File: config.mk
export PLATFORM = sky130hd
export DESIGN_NAME = mcc_ctrl
export DESIGN_NICKNAME = d
export VERILOG_FILES = /design/src/design/mcc_pkg.sv /design/src/design/mcc_ctrl.sv
export SDC_FILE = /design/constraint.sdc
export NUM_CORES = 1
export LEC_CHECK = 0
export ABC_CLOCK_PERIOD_IN_PS = 1700
export BUFFER_PORTS_ARGS = -buffer_cell sky130_fd_sc_hd__buf_2
export CORE_AREA = 2 2 39 41
export CTS_CLUSTER_DIAMETER = 120
export DETAILED_ROUTE_END_ITERATION = 6
export DIE_AREA = 0 0 41 43
export SLEW_MARGIN = 20
export SYNTH_ARGS = -nofsm -noshare
export SYNTH_HDL_FRONTEND = slang
export SYNTH_SLANG_ARGS = --single-unit
File: constraint.sdc
create_clock -name clk -period 1.7 [get_ports clk]
set_clock_uncertainty 0.2 [all_clocks]
set_input_delay 0.17 -clock clk [delete_from_list [all_inputs] [get_ports clk]]
set_output_delay 0.17 -clock clk [all_outputs]
set_load 0.02 [all_outputs]
File: src/design/mcc_pkg.sv
package mcc_pkg;

    // Table entries hold a coin count; the all-ones code marks an amount out of reach.
    localparam int CNT_W = 11;
    localparam logic [CNT_W-1:0] CNT_UNREACH = 11'd2047;
    localparam logic [CNT_W-1:0] CNT_CAP     = 11'd2046;

    localparam int OUT_W = 10;
    localparam logic [CNT_W-1:0] OUT_CAP = 11'd1023;

    localparam int IN_VAL_W = 10;
    localparam int PREFIX_W = 4;

    typedef logic [CNT_W-1:0] cnt_t;

    typedef enum logic [1:0] {
        OP_LOAD  = 2'd0,
        OP_QUERY = 2'd1,
        OP_CLEAR = 2'd2
    } op_t;

    typedef enum logic [1:0] {
        ST_OK      = 2'd0,
        ST_UNREACH = 2'd1,
        ST_PREFIX  = 2'd2,
        ST_FULL    = 2'd3
    } status_t;

    typedef struct packed {
        logic accept;
        logic q_eval;
        logic fill_issue;
        logic fill_done;
        logic push;
    } mcc_cmd_t;

    typedef struct packed {
        logic go_fill;
        logic go_read;
        logic fill_last;
        logic out_free;
    } mcc_stat_t;

endpackage

File: src/design/mcc_ctrl.sv
module mcc_ctrl
    import mcc_pkg::*;
(
    input  logic      clk,
    input  logic      rst_n,
    input  logic      in_valid,
    output logic      in_stall,
    input  mcc_stat_t stat,
    output mcc_cmd_t  cmd
);

    typedef enum logic [2:0] {
        S_IDLE,
        S_READ,
        S_FILL,
        S_FLUSH,
        S_PUSH
    } state_t;

    state_t state_reg;
    state_t state_next;
    logic   accept;

    assign in_stall = (state_reg != S_IDLE);
    assign accept   = in_valid && (state_reg == S_IDLE);

    always_comb
    begin
        cmd            = '0;
        cmd.accept     = accept;
        cmd.q_eval     = (state_reg == S_READ);
        cmd.fill_issue = (state_reg == S_FILL);
        cmd.fill_done  = (state_reg == S_FLUSH);
        cmd.push       = (state_reg == S_PUSH) && stat.out_free;
    end

    always_comb
    begin
        state_next = state_reg;
        unique case (state_reg)
            S_IDLE:
            begin
                if (accept)
                begin
                    priority if (stat.go_fill)
                        state_next = S_FILL;
                    else if (stat.go_read)
                        state_next = S_READ;
                    else
                        state_next = S_PUSH;
                end
            end
            S_READ:
                state_next = S_PUSH;
            S_FILL:
            begin
                if (stat.fill_last)
                    state_next = S_FLUSH;
            end
            S_FLUSH:
                state_next = S_PUSH;
            S_PUSH:
            begin
                if (stat.out_free)
                    state_next = S_IDLE;
            end
            default:
                state_next = S_IDLE;
        endcase
    end

    always_ff @(posedge clk or negedge rst_n)
    begin
        if (!rst_n)
            state_reg <= S_IDLE;
        else
            state_reg <= state_next;
    end

endmodule

==> flow_summary_export.csv, run 1 <==
group,metric,value,unit
outcome,status,"completed",
placed_design,pre_cts_ws,286,ps
timing,maxSlewHeadroom,78.0,%
critical_path,critPathKind,"flop to output port",
logic_synthesis,ys_types,16,
timing,fmax,0.611,GHz
global_route,gr-usage-all-layers,8.14,%
drt,routed_wl,525,µm
timing,worst_slack,62.1,ps
clock_tree,cts_buffers,3,
pwr,power.density,1730,nW/µm²
drt,drc,0,
drt,vias_per_cell,3.96,
drt,drt-pass1-iter-count,2,
critical_path,crit_required,1330,ps
logic_synthesis,ys_seq_area_share,35.7,%
floorplanning,die_w,41,µm
global_route,grt.overflow.total,0,
clock_tree,cts-root-buf,"clkbuf_4",
flow_run,cap_violations,0,
floorplanning,num_rows,14,
placed_design,place_congestion,0.762,
logic_synthesis,synth_area,210,µm²
global_route,grt_max_degree,10,
timing,grt_setup_unrepaired,"no",
critical_path,critical_path_arrival,1270,ps
global_route,grt_pass1_wl,869,µm
logic_synthesis,syn_nets,30,
logic_synthesis,netlist_instances,23,
timing,setup_tns,0,ps
logic_synthesis,synth_warnings,0,
logic_synthesis,synth.avg_cell_area,9.14,µm²
global_route,grt_pass1_vias,214,
layout,insertedDiodeCount,0,
logic_synthesis,ys_seq_elements,3,
timing,worst_pin_slew,326,ps
worst_hold_path,hold_path.class,"input pin to flop",
critical_path,endpoint_kind,"output port",
layout,post-route-util,23.9,%
pwr,power.leakage,0.000161,µW
drt,drtAntennaViolNets,0,
drt,wl_per_cell,9.55,µm
timing,final_max_slew_viol_count,0,
floorplanning,pin_count,13,
critical_path,crit_fanout,9,
drt,vias,218,
layout,fin_nets,47,
clock_tree,h-tree-depth,1,
clock_tree,clockBufferDepth,2,
timing,setup_violations,0,
placed_design,port-buffer-count,12,
layout,syn_to_final_growth,57.1,%
layout,drive_gt1_share,53.8,%
floorplanning,die_h,43,µm
pwr,ir_worst_vdd,0.439,mV
critical_path,cp-start-kind,"flop",
floorplanning,dieArea,1760,µm²
drt,drtIter0Drc,1,
clock_tree,clk_pin_slew,40,ps
timing,period_share,96.3,%
floorplanning,start_util,15.2,%
global_route,antenna_found_initial,0,
floorplanning,core_area,1380,µm²
layout,largest_register_ffs,3,
clock_tree,cts.sink_count,3,
clock_tree,tritoncts,"built",
timing,hold_violations,0,
timing,final.min_clock_period,1640,ps
clock_tree,insertion_delay,230,ps
==> what timing repair did <==
item	CTS	global route
gates resized for setup	0	1
endpoints found under the hold margin	4	0
endpoints found under the setup margin	0	1
setup buffers	0	0
hold buffers	2	0
==> cell families (layout without fill, tap and decap cells) <==
group                  after synthesis  count (layout)  synth area share, %
DFF                                  3               3                 35.7
and+or+nand+nor                     11              11                 38.1
AOI/OAI and AO/OA                    4               4                 13.7
buffers and inverters                5              21                 12.5
==> cell usage in the layout (no fill, tap or decap), types with 2 or more instances in the layout <==
cell type,n
buf_2,12
clkbuf_4,3
nor3b_1,2
nand2_1,2
nor3_1,2
dlygate4sd3_1,2
buf_4,2
dfrtp_1,2
==> metal layers <==
layer	global-route usage [%]	vias to the layer above	part of all wire (%)
met5	0	-	0
met4	8.00	0	0
met3	4.71	0	5.7
met2	10.6	7	51
met1	8.39	98	42
li1	-	113	-
==> synth_stat cells (all sizes together) <==
master	instances	area, µm²
nor3	2	10.0
and3b	1	10.0
inv	1	3.75
nand4bb	1	11.3
o31a	1	8.76
buf	4	22.5
a211oi	1	7.51
o31ai	1	7.51
nor2	1	6.26
nand2	2	7.51
a21oi	1	5.00
nor4b	1	8.76
nor3b	2	15.0
dfrtp	3	75.1
or3	1	11.3
==> stage by stage <==
stage	std cells	instance area (µm²)	power [µW]	hold slack (ps)
global placement	49	283	441	-234
detailed placement	49	283	445	-233
global route	55	330	619	29.0
CTS	55	329	581	20.5
finish	55	330	571	24.2
floorplan	23	210	363	-326
==> worst max-delay path, cell delays in order (launching register included) <==
cell     delay (ps)
dfrtp_2         450
or3_4           350
nor2_2           80
buf_2           160
==> area by class of cell <==
type | count | area [µm²]
Fill cell | 156 | 1050
Clock buffer | 4 | 26.3
Multi-Input combinational cell | 15 | 109
Inverter | 1 | 3.75
Tap cell | 16 | 20.0
Sequential cell | 3 | 76.3
Timing Repair Buffer | 16 | 95.1
==> final timing paths <==
check	start	to	slack, ps	depth (start not counted)
worst max register to register	state_reg[1]	state_reg[2]	370	3
max in group asynchronous	rst_n	state_reg[0]	1120	2
worst min register to register	state_reg[0]	state_reg[0]	330	1
worst max-delay path	state_reg[0]	cmd[4]	60	3
min in group asynchronous	rst_n	state_reg[1]	70	2
worst min-delay path	stat[0]	state_reg[2]	20	3
==> power by group <==
part           leakage [µW]  switching (µW)  total [µW]  internal, µW
registers         0.0000372            29.0         133           104
logic              0.000109             172         315           143
clock network     0.0000150            35.4         123          87.9
total              0.000161             236         571           335
(Power assumes the default switching activity.)
==> run 2: changes to the inputs <==
==> constraint.sdc (replaced) <==
create_clock -name clk -period 1.7 [get_ports clk]
set_clock_uncertainty 0.2 [all_clocks]
set_input_delay 0.255 -clock clk [delete_from_list [all_inputs] [get_ports clk]]
set_output_delay 0.255 -clock clk [all_outputs]
set_load 0.02 [all_outputs]
==> run 2 against run 1 <==
Sequential share of layout area shrank 0.88 points. Non-clock buffer count is the same. Flip-flop and latch count is the same. Count of clock-buffer cells in the layout is the same. Global-route usage shrank 0.88 points. Sequential power shrank 13%. Combinational power grew 13%. Die area is the same. Worst hold slack gained 51 ps. Worst setup slack lost 25 ps. Critical endpoint unchanged.
==> flow_summary_export.csv, run 2 (synthesis gave the netlist of run 1 again) <==
group,metric,value,unit
global_route,grt.overflow.total,0,
drt,drc,0,
placed_design,pre_cts_ws,265,ps
timing,hold_slack,74.8,ps
pwr,power.density,1770,nW/µm²
clock_tree,cts_buffers,3,
placed_design,place_congestion,0.711,
pwr,ir_worst_vdd,0.418,mV
critical_path,critical_path_arrival,1210,ps
clock_tree,tritoncts,"built",
timing,setup_violations,0,
worst_hold_path,hold_path.class,"input pin to flop",
floorplanning,pin_count,13,
pwr,p_int,354,µW
drt,vias_per_cell,4.05,
layout,insertedDiodeCount,0,
floorplanning,die_w,41,µm
critical_path,crit_path_end,"cmd[4]",
drt,drtIter0Drc,5,
critical_path,crit_fanout,2,
placed_design,port-buffer-count,12,
critical_path,reg2reg_depth,3,
layout,mostFrequentLayoutCells,"11 x buf_2, 3 x clkbuf_4, 3 x buf_4, 3 x dfrtp_1",
drt,wl_per_cell,8.27,µm
layout,final_cells,55,
critical_path,r2r_end,"state_reg[2]",
layout,fin_nets,47,
timing,worst_pin_slew,299,ps
clock_tree,insertion_delay,230,ps
floorplanning,core_area,1380,µm²
global_route,antenna_found_initial,0,
layout,syn_to_final_growth,60.7,%
clock_tree,clk_pin_slew,40,ps
pwr,clockPowerShare,21.3,%
global_route,grt_max_degree,10,
pwr,p_sw_share,40.7,%
critical_path,r2r-start,"state_reg[1]",
worst_hold_path,hold_start,"stat[1]",
clock_tree,cts_setup_buffers,0,
timing,worst_slack,37.2,ps
pwr,seq_power_share,19.4,%
layout,mostFrequentLayoutCell,"buf_2",
floorplanning,start_util,15.2,%
pwr,switching_power,244,µW
timing,period_share,97.8,%
timing,maxSlewHeadroom,79.8,%
timing,final.min_clock_period,1660,ps
global_route,grt_pass1_vias,212,
timing,grt_setup_unrepaired,"yes",
layout,largest_register_ffs,3,
floorplanning,die_h,43,µm
critical_path,critPathKind,"flop to output port",
drt,drtAntennaViolNets,0,
global_route,grt_pass1_wl,772,µm
global_route,gr-usage-all-layers,7.26,%
flow_run,cap_violations,0,
critical_path,cp-start-kind,"flop",
layout,drive_gt1_share,53.8,%
drt,routed_wl,455,µm
drt,vias,223,
critical_path,critPathLaunch,"state_reg[2]",
floorplanning,num_rows,14,
timing,hold_violations,0,
clock_tree,cts.sink_count,3,
critical_path,endpoint_kind,"output port",
critical_path,reg2reg_slack,420,ps
pwr,comb_power_share,59.4,%
pwr,finalPower,598,µW
critical_path,crit_required,1240,ps
drt,drt-pass1-iter-count,2,
clock_tree,clockBufferDepth,2,
pwr,power.leakage,0.000165,µW
timing,final_max_slew_viol_count,0,
floorplanning,dieArea,1760,µm²
clock_tree,cts-root-buf,"clkbuf_4",
placed_design,dp.cells,50,
timing,fmax,0.601,GHz
outcome,status,"completed",
clock_tree,h-tree-depth,1,
==> run 2: cell count changes in the layout (fill, tap and decap cells not counted), sizes merged <==
cell,change
buf,+1
dlygate4sd3,-1
==> run 2: critical path, stage by stage (launching register included) <==
cell and delay [ps]:
dfrtp_1 360, or3_4 410, nor2_4 90, buf_6 120
==> run 2: worst min-delay path by stage <==
| stage | to | slack, ps | depth (start not counted) |
|---|---|---|---|
| global route | state_reg[0] | 70 | 3 |
| floorplan | state_reg[0] | -240 | 0 |
| CTS | state_reg[0] | 80 | 3 |
| global placement | state_reg[0] | -150 | 1 |
| finish | state_reg[0] | 70 | 3 |
| detailed placement | state_reg[0] | -150 | 1 |
==> run 2: power by group through the flow <==
stage | combinational, µW | clock, µW | sequential [µW]
2_1_floorplan | 256 | 0 | 106
3_3_place_gp | 334 | 0 | 116
3_5_place_dp | 334 | 0 | 117
4_1_cts | 338 | 132 | 116
5_1_grt | 383 | 145 | 120
6_report | 355 | 127 | 116
==> run 2: cell type report <==
type                            instances  area [µm²]
Multi-Input combinational cell         15         114
Timing Repair Buffer                   16        98.8
Clock buffer                            4        26.3
Tap cell                               16        20.0
Inverter                                1        3.75
Sequential cell                         3        75.1
Fill cell                             161        1050
==> run 2: through the flow <==
step	setup TNS, ps	cell area (µm²)	util [%]
6_report	0	338	24.4
5_1_grt	-6.21	338	24.4
4_1_cts	0	327	23.6
3_5_place_dp	0	290	21.0
3_3_place_gp	0	290	21.0
2_1_floorplan	0	210	-
==> run 2: routing by layer <==
| metal | part of all wire, % | vias up | GRT usage (%) |
|---|---|---|---|
| li1 | - | 114 | - |
| met1 | 43 | 102 | 6.84 |
| met2 | 51 | 7 | 9.38 |
| met3 | 5.5 | 0 | 3.14 |
| met4 | 0 | 0 | 10.0 |
| met5 | 0 | - | 0 |
==> run 2: what timing repair did <==
item | 4_1_cts | 5_1_grt
gates resized for setup | 0 | 3
hold buffers | 1 | 0
endpoints found under the hold margin | 3 | 0
setup endpoints to repair | 0 | 1
